<file path="config.mk">
export PLATFORM = sky130hd
export DESIGN_NAME = emt_front
export DESIGN_NICKNAME = d
export VERILOG_FILES = /design/src/emt_pkg.sv /design/src/emt_front.sv
export SDC_FILE = /design/constraint.sdc
export NUM_CORES = 1
export LEC_CHECK = 0
export ABC_AREA = 1
export BUFFER_PORTS_ARGS = -buffer_cell sky130_fd_sc_hd__buf_2
export CAP_MARGIN = 10
export CORE_ASPECT_RATIO = 0.75
export CORE_MARGIN = 2
export CORE_UTILIZATION = 41
export CTS_BUF_LIST = sky130_fd_sc_hd__clkbuf_8
export DETAILED_ROUTE_END_ITERATION = 12
export MAX_ROUTING_LAYER = met4
export PLACE_DENSITY = 0.65
export SLEW_MARGIN = 20
export SYNTH_ARGS = -nofsm -noshare
export SYNTH_HDL_FRONTEND = slang
export SYNTH_SLANG_ARGS = --single-unit
</file>
<file path="constraint.sdc">
create_clock -name clock -period 12.4 [get_ports clock]
set_clock_uncertainty 0.1 [all_clocks]
set_input_delay 1.24 -clock clock [delete_from_list [all_inputs] [get_ports clock]]
set_output_delay 1.24 -clock clock [all_outputs]
set_load 0.05 [all_outputs]
</file>
<file path="src/emt_pkg.sv">
// ----------------------------------------------------------------------------
// emt_pkg
// shared types and constants of the edge mesh to triangles block
// ----------------------------------------------------------------------------
package emt_pkg;

   localparam int MaxVertices = 4096;
   localparam int MaxEdges    = 8192;
   localparam int MaxSurfaces = 4096;
   localparam int VaW = $clog2(MaxVertices);
   localparam int EaW = $clog2(MaxEdges);
   localparam int SaW = $clog2(MaxSurfaces);

   localparam logic [1:0] CMD_LOAD_VERTEX  = 2'd0;
   localparam logic [1:0] CMD_LOAD_EDGE    = 2'd1;
   localparam logic [1:0] CMD_LOAD_SURFACE = 2'd2;
   localparam logic [1:0] CMD_PROCESS      = 2'd3;

   localparam logic [2:0] CSR_VERTEX_TOTAL  = 3'd0;
   localparam logic [2:0] CSR_EDGE_TOTAL    = 3'd1;
   localparam logic [2:0] CSR_SURFACE_TOTAL = 3'd2;
   localparam logic [2:0] CSR_SCALE         = 3'd3;
   localparam logic [2:0] CSR_MIN_AREA      = 3'd4;

   localparam int QueueDepth = 2;

   typedef struct packed {
      logic [1:0]         command;
      logic [12:0]        index;
      logic signed [23:0] coord_x;
      logic signed [23:0] coord_y;
      logic signed [23:0] coord_z;
      logic [15:0]        start_vertex;
      logic [15:0]        end_vertex;
      logic [15:0]        left_surface;
      logic [15:0]        right_surface;
      logic [15:0]        first_edge;
   } cmd_type;

   typedef struct packed {
      logic [12:0] vertex_total;
      logic [13:0] edge_total;
      logic [12:0] surface_total;
      logic [9:0]  scale;
      logic [47:0] min_area_sq;
   } csr_type;

endpackage

</file>
<file path="src/emt_front.sv">
// ----------------------------------------------------------------------------
// emt_front
// request queue: takes commands and hands them to the executing back end
// ----------------------------------------------------------------------------
module emt_front (
   input  logic             clock,
   input  logic             reset,
   input  logic             push,
   input  emt_pkg::cmd_type push_data,
   output logic             full,
   output logic             not_empty,
   output emt_pkg::cmd_type head,
   input  logic             pop
);
   import emt_pkg::*;

   localparam int PtrW = $clog2(QueueDepth);

   cmd_type            slot_ff [QueueDepth];
   logic [PtrW-1:0]    rd_ff, rd_in, wr_ff, wr_in;
   logic [PtrW:0]      cnt_ff, cnt_in;

   always_comb begin
      rd_in  = rd_ff;
      wr_in  = wr_ff;
      cnt_in = cnt_ff;
      if (push) begin
         wr_in = wr_ff + 1'b1;
      end
      if (pop) begin
         rd_in = rd_ff + 1'b1;
      end
      if (push && !pop) begin
         cnt_in = cnt_ff + 1'b1;
      end else if (pop && !push) begin
         cnt_in = cnt_ff - 1'b1;
      end
   end

   always_ff @(posedge clock) begin
      if (reset) begin
         rd_ff  <= '0;
         wr_ff  <= '0;
         cnt_ff <= '0;
      end else begin
         rd_ff  <= rd_in;
         wr_ff  <= wr_in;
         cnt_ff <= cnt_in;
      end
   end

   always_ff @(posedge clock) begin
      if (push) begin
         slot_ff[wr_ff] <= push_data;
      end
   end

   assign full      = (cnt_ff == (PtrW+1)'(QueueDepth));
   assign not_empty = (cnt_ff != '0);
   assign head      = slot_ff[rd_ff];
endmodule

</file>
==> results of run 1 <==
## final timing paths
| check | endpoint | slack (ns) | cells after the start |
|---|---|---|---|
| worst max-delay path | head[98] | 7.71 | 4 |
| worst min register to register | cnt_ff[0]$_SDFFE_PP0P_ | 0.43 | 2 |
| worst min-delay path | cnt_ff[0]$_SDFFE_PP0P_ | 0.43 | 2 |
| worst max register to register | slot_ff[1][97]$_DFFE_PP_ | 9.84 | 3 |
## flip-flops by register name, summed over array words and instances, names as in the netlist, named ones only
register,count
rd_ff,1
slot_ff,334
wr_ff,1
cnt_ff,2
## power by group through the flow
stage                     Sequential, mW  Clock (mW)  Combinational (mW)
after floorplan                     1.37           0               0.366
after global placement              1.36           0               0.466
after CTS                           1.34       0.839               0.470
after global routing                1.35       0.885               0.486
after detailed placement            1.37           0               0.468
final                               1.34       0.804               0.464
## layout by cell type (no fill, tap or decap), types with 4 or more instances in the layout
cell type	synthesis	layout
mux2_4	130	130
dfxtp_1	5	4
mux2_2	37	37
clkbuf_8	0	52
nand2_1	6	6
clkinv_1	0	18
edfxtp_1	334	334
inv_1	9	21
nor2_1	6	5
buf_2	3	339
buf_4	0	6
diode_2	0	5
## per-stage QoR
| step | cells | power, mW | instance area [um^2] | setup slack (ns) | util, % |
|---|---|---|---|---|---|
| after floorplan | 553 | 1.74 | 12800 | 3.34 | - |
| after global placement | 1285 | 1.83 | 14900 | 8.27 | 48.0 |
| after detailed placement | 1285 | 1.84 | 14900 | 8.27 | 48.0 |
| after CTS | 1374 | 2.65 | 15800 | 7.60 | 50.9 |
| after global routing | 1379 | 2.72 | 15800 | 7.51 | 50.9 |
| final | 1379 | 2.61 | 15800 | 7.71 | 50.9 |
## critical path: cells and delay by family, from the launching register on
kind     cells  cell delay, ns
buf+inv      3            1.89
mux          1            0.37
flops        1            0.37
## kinds of logic (layout without fill, tap and decap cells)
kind of cell    Yosys count  after routing  share of synthesized area [%]
other cells               0              5                              0
compound gates            2              2                         0.0780
flops                   339            339                           79.0
xor+xnor                  1              1                         0.0683
simple gates             15             15                          0.478
buf+inv                  28            443                           1.79
fa+ha+maj                 1              1                         0.0976
mux                     167            167                           18.5
## layer usage
layer | GRT usage [%] | up-vias
li1 | - | 2960
met4 | 5.69 | 0
met1 | 18.8 | 3116
met5 | - | -
met3 | 5.51 | 52
met2 | 22.0 | 236
## cell type report
cell class | count | area [um^2] | share of cell area, %
Antenna cell | 5 | 12.5 | 0.0792
Clock buffer | 52 | 716 | 4.53
Sequential cell | 339 | 10100 | 64.2
Tap cell | 406 | 508 | 3.22
Multi-Input combinational cell | 186 | 2470 | 15.6
Inverter | 9 | 38.8 | 0.246
Clock inverter | 37 | 178 | 1.12
Timing Repair Buffer | 345 | 1740 | 11.0
==> metrics.md, run 1 <==
| Metric | Value |
|---|---|
| RSZ-0062 raised after global routing | false |
| DRT antenna net count | 0 |
| Max capacitance violation total | 0 |
| Largest net degree at the start of global routing | 101 |
| Ys Warns | 0 |
| Logic pwr share | 17.8% |
| DR WL met2 | 11.3 mm |
| Post-DP HPWL | 16.0 mm |
| Critical path arrival | 3.35 ns |
| CTS Buffer Depth | 3 |
| P_int | 1.88 mW |
| Core Rows | 56 |
| DIE HEIGHT | 157 um |
| Pleak | 6.24 nW |
| Worst-path cell chain | buf_4, buf_4, mux2_4, buf_2 |
| Via count | 6364 |
| 1st-iter DRT viols | 302 |
| Syn Nets | 725 |
| Post-cts sizing count | 0 |
| Sw Share | 27.9% |
| First-pass iteration count of the detailed router | 4 |
| Worst VDD drop | 119 uV |
| Port Buf Inserts | 339 |
| Max-slew headroom | 30.3% |
| Share of layout cells above drive strength 1 | 59.2% |
| Synth area leaders | edfxtp_1 (78%), mux2_4 (15%), mux2_2 (3.3%) |
| Min Hold Slack | 0.428 ns |
| PD cells | 165 nW/um^2 |
| Syn Inst Count | 553 |
| Worst Tran Pin Value | 1.05 ns |
| Post-synth top cells | edfxtp_1 (334), mux2_4 (130), mux2_2 (37) |
| Switch Pwr | 729 uW |
| Minimum clock period | 4.69 ns |
| Crit. End Element | primary output |
| Placer Congestion | 0.730 |
| Fin. Hold Viols | 0 |
| Seq/Total Area, Yosys | 79.0% |
| Routed len/inst | 17.9 um |
| RR Startpoint | wr_ff$_SDFFE_PP0P_ |
| Drt drc | 0 |
| Full die area | 32700 um^2 |
| CP max stage cell | buf_4 |
| Clk sinks | 339 |
| Most frequent CP cell | buf_4 |
| Total track usage | 14.9% |
| Setup TNS | 0 ns |
| Share of the synthesized area in the top cell type | 78.2% |
| Cell taking the most area after synthesis | edfxtp_1 |
| Dominant synthesized flop cell | edfxtp_1 |
| EDFF count, synth | 334 |
| Post-CTS Setup Bufs | 0 |
| Initial antenna violation count | 5 |
| Later-pin clock latency in the skew report | 0.56 ns |
| Max Used Layer | met4 |
| Core area | 31000 um^2 |
| Top-count cell post-synth | edfxtp_1 |
| H-tree depth | 2 |
| Final slew viol count | 0 |
| Initial Util | 41.3% |
| Cell Area, Synth | 12800 um^2 |
| Vias in the first global route | 6309 |
| Distinct cells, synth | 16 |
| Post-Route WL | 24.7 mm |
| Grt total ovfl | 0 |
| Data required, critical path | 11.06 ns |
| Clock power frac | 30.8% |
| Fill cells | 2567 |
| Clock-pin transition on the worst setup and hold timing paths | 0.06 ns |
| WL met3 | 2.01 mm |
| Period utilisation layout | 37.8% |
| Hold buffers post-CTS | 0 |
| CP Class | reg -> out |
| Crit path largest cell delay | 0.89 ns |
| Avg Cell Area, Syn | 23.2 um^2 |
| Result of the run | completed |
| Fmax | 213 MHz |
| Hold path startpoint | cnt_ff[0]$_SDFFE_PP0P_ |
| Clk Tree Root Cell | clkbuf_8 |
| CP startpoint kind | register |
| M1 wire length | 10.8 mm |
| Number of synthesized register bits | 339 |
| Nets | 1104 |
| Io pins | 340 |
| Flop pwr share | 51.4% |
| Area growth syn-to-layout | 23.2% |
| Die Width | 208 um |
| Endpoints failing setup | 0 |
| Total CTS buffers | 51 |
| TritonCTS clock tree | yes |
| Post-synth ARST share | 0% |
| Hold Crit Class | reg -> reg |
| Vias per cell | 4.61 |
| CP max FO | 62 |
| First-pass GRT wire length | 35.7 mm |
No activity file was read; power rests on OpenSTA's default activity.
==> inputs of run 2 (changes only) <==
--- a/config.mk
+++ b/config.mk
@@ -14,7 +14,7 @@
 export CTS_BUF_LIST = sky130_fd_sc_hd__clkbuf_8
 export DETAILED_ROUTE_END_ITERATION = 12
 export MAX_ROUTING_LAYER = met4
-export PLACE_DENSITY = 0.65
+export PLACE_DENSITY = 0.67
 export SLEW_MARGIN = 20
 export SYNTH_ARGS = -nofsm -noshare
 export SYNTH_HDL_FRONTEND = slang
==> constraint.sdc (replaced) <==
create_clock -name clock -period 4 [get_ports clock]
set_clock_uncertainty 0.1 [all_clocks]
set_input_delay 0.4 -clock clock [delete_from_list [all_inputs] [get_ports clock]]
set_output_delay 0.4 -clock clock [all_outputs]
set_load 0.05 [all_outputs]
==> metrics.md, run 2 (synthesized netlist as in run 1, its figures left out) <==
| Metric | Value |
|---|---|
| Hold Crit Class | reg -> reg |
| Top reg by flops | slot_ff |
| Clk Tree Root Cell | clkbuf_8 |
| Data required, critical path | 3.50 ns (-7.56 ns) |
| Vias in the first global route | 7387 (+17%) |
| Post-Route WL | 27.4 mm (+11%) |
| Total CTS buffers | 52 (+2.0%) |
| Reg area | 10100 um^2 (unchanged) |
| Core Rows | 56 (unchanged) |
| Reg2Reg Capture Point | slot_ff[0][92]$_DFFE_PP_ |
| Final instance area | 17600 um^2 (+11%) |
| Area growth syn-to-layout | 37.2% |
| Io pins | 340 (unchanged) |
| Post-cts sizing count | 0 (unchanged) |
| DIE HEIGHT | 157 um (unchanged) |
| RSZ-0062 raised after global routing | false |
| Initial Util | 41.3% (unchanged) |
| Worst setup margin | 0.989 ns (-6.73 ns) |
| Vias per cell | 4.55 (-1.5%) |
| Total track usage | 16.5% (+1.6 points) |
| Nets | 1279 (+16%) |
| PD cells | 467 nW/um^2 (+180%) |
| CP startpoint kind | register |
| Fin. Hold Viols | 0 (unchanged) |
| Via count | 7043 (+11%) |
| Largest register FFs | 334 (unchanged) |
| Cell Area, Placed | 15000 um^2 (+0.73%) |
| Period utilisation layout | 75.3% |
| Drt drc | 0 (unchanged) |
| Minimum clock period | 3.01 ns |
| Post-DP HPWL | 17.1 mm (+6.6%) |
| Placer Congestion | 0.745 (+2.2%) |
| Fmax | 332 MHz |
| First-pass iteration count of the detailed router | 4 (unchanged) |
| CP Class | reg -> out |
| Commonest cells after routing, fill and taps aside | buf_2 (339), edfxtp_1 (334), dlygate4sd3_1 (171) |
| Routed len/inst | 17.7 um (-1.2%) |
| Clk sinks | 339 (unchanged) |
| Endpoints failing setup | 0 (unchanged) |
| CP max stage cell | dfxtp_4 |
| R2R setup slack | 2.13 ns (-7.71 ns) |
| Final slew viol count | 0 (unchanged) |
| Reg2Reg Depth | 2 (-1) |
| Largest net degree at the start of global routing | 110 (+8.9%) |
| Min Hold Slack | 0.419 ns (-0.00851 ns) |
| Initial antenna violation count | 2 (-3) |
| Full die area | 32700 um^2 (unchanged) |
| Clock-pin transition on the worst setup and hold timing paths | 0.06 ns (about the same) |
| WP depth | 3 (-1) |
| Grt total ovfl | 0 (unchanged) |
| RR Startpoint | wr_ff$_SDFFE_PP0P_ |
| Post-CTS Setup Bufs | 0 (unchanged) |
| Critical path arrival | 2.51 ns (-0.84 ns) |
| Max capacitance violation total | 0 (unchanged) |
| Fill cells | 2418 (-5.8%) |
| Worst-path cell chain | buf_12, mux2_2, buf_2 |
| Die Width | 208 um (unchanged) |
| Largest delay contributor family on the critical path | flip-flops |
| 1st-iter DRT viols | 409 (+35%) |
| CTS Buffer Depth | 3 (unchanged) |
| Share of layout cells above drive strength 1 | 50.4% (-8.8 points) |
| Most common cell after layout, fill and taps aside | buf_2 |
| Worst Path Buf+Inv | 2 (-1) |
| Crit path largest cell delay | 0.80 ns (-0.09 ns) |
| Pleak | 7.00 nW (+12%) |
| Dpl ws | 1.57 ns (-6.69 ns) |
| CP max FO | 57 (-8.1%) |
| First-pass GRT wire length | 40.0 mm (+12%) |
| Top Registers | slot_ff x334, cnt_ff x2 |
| Worst Tran Pin Value | 0.808 ns (-0.237 ns) |
| Later-pin clock latency in the skew report | 0.56 ns (about the same) |
| Final core occ | 56.7% (+5.8 points) |
| H-tree depth | 2 (unchanged) |
| Post-route insts no fill | 1549 (+12%) |
| Crit. End Element | primary output |
| Setup crit end | head[11] |
| Multi-input gate area | 2470 um^2 (unchanged) |
| DRT antenna net count | 0 (unchanged) |
| Hold buffers post-CTS | 171 (+171) |
| Setup TNS | 0 ns (unchanged) |
| Placed cell count | 1288 (+0.23%) |
| Max-slew headroom | 46.0% (+16 points) |
| Port Buf Inserts | 339 (unchanged) |
| Core area | 31000 um^2 (unchanged) |
| Worst VDD drop | 340 uV (+180%) |
| Result of the run | completed |
| Total power | 8.22 mW (+210%) |
| TritonCTS clock tree | yes |
## run 2: changes by cell type in the layout (fill, tap and decap cells not counted), sizes merged
cell	previous run	this run
clkbuf	52	53
bufinv	1	0
buf	345	348
dlygate4sd3	0	171
clkinvlp	1	2
diode	5	2
inv	23	26
clkinv	21	16
## run 2: worst min-delay path by stage
| stage | startpoint | to | cells past startpoint |
|---|---|---|---|
| 2_1_floorplan | reset | register | 1 |
| 6_report | rd_ff$_SDFFE_PP0P_ | rd_ff$_SDFFE_PP0P_ | 2 |
| 3_3_place_gp | rd_ff$_SDFFE_PP0P_ | register | 2 |
| 3_5_place_dp | rd_ff$_SDFFE_PP0P_ | register | 2 |
| 4_1_cts | push_data[3] | slot_ff[1][3]$_DFFE_PP_ | 2 |
| 5_1_grt | push_data[70] | slot_ff[1][70]$_DFFE_PP_ | 2 |
## run 2: cell type report
| class | instances | area share [%] |
|---|---|---|
| Multi-Input combinational cell | 186 | 14.0 |
| Sequential cell | 339 | 57.6 |
| Timing Repair Buffer | 519 | 20.3 |
| Antenna cell | 2 | 0.0285 |
| Tap cell | 406 | 2.89 |
| Clock buffer | 53 | 4.15 |
| Inverter | 9 | 0.213 |
| Clock inverter | 35 | 0.811 |
## run 2: report_power, final
part / switching, mW / leakage, nW / internal (mW)
Clock: 1.24 / 0.509 / 1.22
Combinational: 1.01 / 3.32 / 0.571
Sequential: 0.0664 / 3.18 / 4.12
## run 2: layer usage
layer	up-vias	track usage (%)	routed length, um
met5	-	-	0
met4	0	5.00	532
met3	52	5.23	1980
met2	263	27.5	13500
met1	3428	19.4	11400
li1	3300	-	-
## run 2: worst reg2reg max path: stages, from the launching register on
cell	delay [ns]
dfxtp_1	0.34
nor2_4	0.65
buf_12	0.42
==> inputs of run 3 (changes only) <==
--- a/config.mk
+++ b/config.mk
@@ -5,7 +5,7 @@
 export SDC_FILE = /design/constraint.sdc
 export NUM_CORES = 1
 export LEC_CHECK = 0
-export ABC_AREA = 1
+export ABC_AREA = 0
 export BUFFER_PORTS_ARGS = -buffer_cell sky130_fd_sc_hd__buf_2
 export CAP_MARGIN = 10
 export CORE_ASPECT_RATIO = 0.75
==> constraint.sdc (replaced) <==
create_clock -name clock -period 2.7 [get_ports clock]
set_clock_uncertainty 0.1 [all_clocks]
set_input_delay 0.27 -clock clock [delete_from_list [all_inputs] [get_ports clock]]
set_output_delay 0.27 -clock clock [all_outputs]
set_load 0.05 [all_outputs]
==> metrics.md, run 3 <==
| Metric | Value |
|---|---|
| Worst VDD drop | 541 uV (+59%) |
| Final slew viol count | 0 (unchanged) |
| Post-DP HPWL | 17.6 mm (+3.2%) |
| Top reg by flops | slot_ff |
| Placer Congestion | 0.750 (+0.60%) |
| Post-synth ARST share | 0% (unchanged) |
| Die Width | 208 um (about the same) |
| H-tree depth | 2 (unchanged) |
| Fin. Hold Viols | 0 (unchanged) |
| Cell Area, Synth | 12800 um^2 (-0.15%) |
| Total power | 12.6 mW (+53%) |
| Synth Area in Simple Gates | 0.362% (-0.12 points) |
| PD cells | 709 nW/um^2 (+52%) |
| Hold Crit Class | in -> reg |
| 1st-iter DRT viols | 390 (-4.6%) |
| Nets | 1286 (+0.55%) |
| Total CTS buffers | 53 (+1.9%) |
| First-pass iteration count of the detailed router | 4 (unchanged) |
| Area growth syn-to-layout | 39.0% |
| RSZ-0062 raised after global routing | false |
| Core area | 30400 um^2 (-2.0%) |
| Hold EP | slot_ff[0][45]$_DFFE_PP_ |
| Drt drc | 0 (unchanged) |
| Min-Delay Path Depth | 2 (unchanged) |
| Distinct cells, synth | 17 (+1) |
| Max-slew headroom | 62.7% (+17 points) |
| Worst-path cell chain | buf_4, mux2_2, buf_2 |
| CP max FO | 23 (-60%) |
| Max capacitance violation total | 0 (unchanged) |
| CTS Buffer Depth | 3 (unchanged) |
| Post-synthesis mux area share | 18.5% (+0.027 points) |
| Grt total ovfl | 0 (unchanged) |
| Share of the synthesized area in the top cell type | 78.4% (+0.11 points) |
| Fmax | 396 MHz |
| Period utilisation layout | 93.6% |
| Clk Tree Root Cell | clkbuf_8 |
| Crit path largest cell delay | 0.62 ns (-0.18 ns) |
| DRT antenna net count | 0 (unchanged) |
| Core Rows | 55 (-1.8%) |
| EDFF count, synth | 334 (unchanged) |
| Endpoints failing setup | 0 (unchanged) |
| R2R setup slack | 1.05 ns (-1.08 ns) |
| Number of synthesized register bits | 339 (unchanged) |
| Reg2Reg Depth | 2 (unchanged) |
| Commonest cells after routing, fill and taps aside | buf_2 (339), edfxtp_1 (334), dlygate4sd3_1 (170) |
| Cell Area, Placed | 15200 um^2 (+1.1%) |
| Minimum clock period | 2.53 ns |
| Final instance area | 17800 um^2 (+1.2%) |
| Critical path arrival | 2.16 ns (-0.35 ns) |
| DIE HEIGHT | 157 um (about the same) |
| Adder-cell share of the synthesized area | 0.0977% (+0.00014 points) |
| Seq/Total Area, Yosys | 79.1% (+0.12 points) |
| Clock-pin transition on the worst setup and hold timing paths | 0.06 ns (about the same) |
| Crit. End Element | primary output |
| Min Hold Slack | 0.115 ns (-0.304 ns) |
| Via count | 7174 (+1.9%) |
| Setup TNS | 0 ns (unchanged) |
| Later-pin clock latency in the skew report | 0.56 ns (about the same) |
| Worst Tran Pin Value | 0.560 ns (-0.248 ns) |
| Data required, critical path | 2.33 ns (-1.17 ns) |
| Post-Route WL | 28.6 mm (+4.6%) |
| Vias per cell | 4.62 (+1.7%) |
| Xor-xnor portion of the synthesized cell area | 0.274% (+0.21 points) |
| Post-synth top cells | edfxtp_1 (334), mux2_4 (130), mux2_2 (37) |
| Share of layout cells above drive strength 1 | 52.0% (+1.6 points) |
| Reg2Reg Capture Point | slot_ff[1][138]$_DFFE_PP_ |
| Full die area | 32700 um^2 (-0.14%) |
| Syn Nets | 714 (-1.5%) |
| Multi-input gate area | 2480 um^2 (+0.56%) |
| Io pins | 340 (unchanged) |
| Syn Inst Count | 542 (-2.0%) |
| Pleak | 7.11 nW (+1.5%) |
| Result of the run | completed |
| Initial Util | 42.1% (+0.78 points) |
| Worst setup margin | 0.174 ns (-0.815 ns) |
| Dominant synthesized flop cell | edfxtp_1 |
| Port Buf Inserts | 339 (unchanged) |
| Fill cells | 2282 (-5.6%) |
| Cell taking the most area after synthesis | edfxtp_1 |
| Routed len/inst | 18.5 um (+4.4%) |
| Initial antenna violation count | 3 (+1) |
| Avg Cell Area, Syn | 23.6 um^2 (+1.9%) |
| CP max stage cell | dfxtp_4 |
| Reg area | 10100 um^2 (about the same) |
| Ys Warns | 0 (unchanged) |
| Most common cell after layout, fill and taps aside | buf_2 |
| RR Startpoint | wr_ff$_SDFFE_PP0P_ |
| TritonCTS clock tree | yes |
| Hold path startpoint | push |
| Dpl ws | 0.725 ns (-0.848 ns) |
| Largest net degree at the start of global routing | 71 (-35%) |
| Top Registers | slot_ff x334, cnt_ff x2 |
| Top-count cell post-synth | edfxtp_1 |
| Vias in the first global route | 7851 (+6.3%) |
| Clk sinks | 339 (unchanged) |
| Largest register FFs | 334 (unchanged) |
| Largest family of logic cells by synthesized area | multiplexers |
| CP startpoint kind | register |
| Synth Area in Compound Gates | 0.0782% (+0.00011 points) |
| Synth area leaders | edfxtp_1 (78%), mux2_4 (15%), mux2_2 (3.3%) |
| First-pass GRT wire length | 43.1 mm (+7.5%) |
| Total track usage | 17.7% (+1.2 points) |
| CP Class | reg -> out |
run 3: cell types whose count changed in the layout (fill, tap and decap cells not counted), moves of 2 or more:
cell      previous run  this run
diode_2              2         4
buf_4                2        16
xor2_1               0         2
clkbuf_8            53        55
buf_12               7        11
nand2_1              6         0
inv_1               26        19
run 3: per-stage QoR:
step / instances / util (%)
2_1_floorplan: 542 / -
3_3_place_gp: 1288 / 49.8
3_5_place_dp: 1288 / 49.8
4_1_cts: 1548 / 58.5
5_1_grt: 1551 / 58.5
6_report: 1552 / 58.5
run 3: logic make-up after synthesis:
logic type | Yosys count
flops | 339
mux | 167
buf+inv | 20
simple gates | 9
xor+xnor | 4
compound gates | 2
fa+ha+maj | 1
run 3: area by class of cell:
cell class / instances / area share [%]
repair buffers: 536 / 21.0
clock buffers: 55 / 4.25
multi-input cells: 183 / 14.0
inverters: 1 / 0.0211
clock inverters: 35 / 0.942
well taps: 399 / 2.81
diodes: 4 / 0.0563
flip-flops and latches: 339 / 57.0
run 3: per-layer routing:
layer | share of wire [%] | vias to the layer above | track usage, % | wire, um
met3 | 6.2 | 54 | 4.73 | 1780
met2 | 49 | 271 | 28.5 | 13900
met4 | 2.1 | 0 | 6.15 | 604
met1 | 43 | 3539 | 21.9 | 12300
li1 | - | 3310 | - | -
met5 | 0 | - | - | 0
run 3: repair_timing:
action / 4_1_cts / 5_1_grt
endpoints found under the hold margin: 339 / 0
resized for setup: 0 / 0
buffers inserted: 0 / 0
hold buffers: 170 / 0
run 3: power by group:
| group | switching (mW) | internal [mW] | total [mW] |
|---|---|---|---|
| Clock | 1.85 | 1.96 | 3.81 |
| Sequential | 0.0962 | 6.15 | 6.24 |
| Combinational | 1.63 | 0.921 | 2.55 |
| Total | 3.58 | 9.03 | 12.6 |
run 3: worst max path at each step:
stage / slack, ns / depth (start not counted) / end / start
CTS: 0.08 / 3 / head[159] / register
finish: 0.17 / 3 / head[159] / register
detailed placement: 0.73 / 3 / head[10] / register
global route: 0.04 / 3 / head[156] / register
global placement: 0.72 / 3 / head[10] / register
floorplan: -0.62 / 1 / slot_ff[0][0]$_DFFE_PP_ / wr_ff$_SDFFE_PP0P_
run 3: worst max-delay path, delay by kind of cell (launching register included):
| kind | cells | cell delay, ns |
|---|---|---|
| buf+inv | 2 | 0.57 |
| flops | 1 | 0.62 |
| mux | 1 | 0.39 |
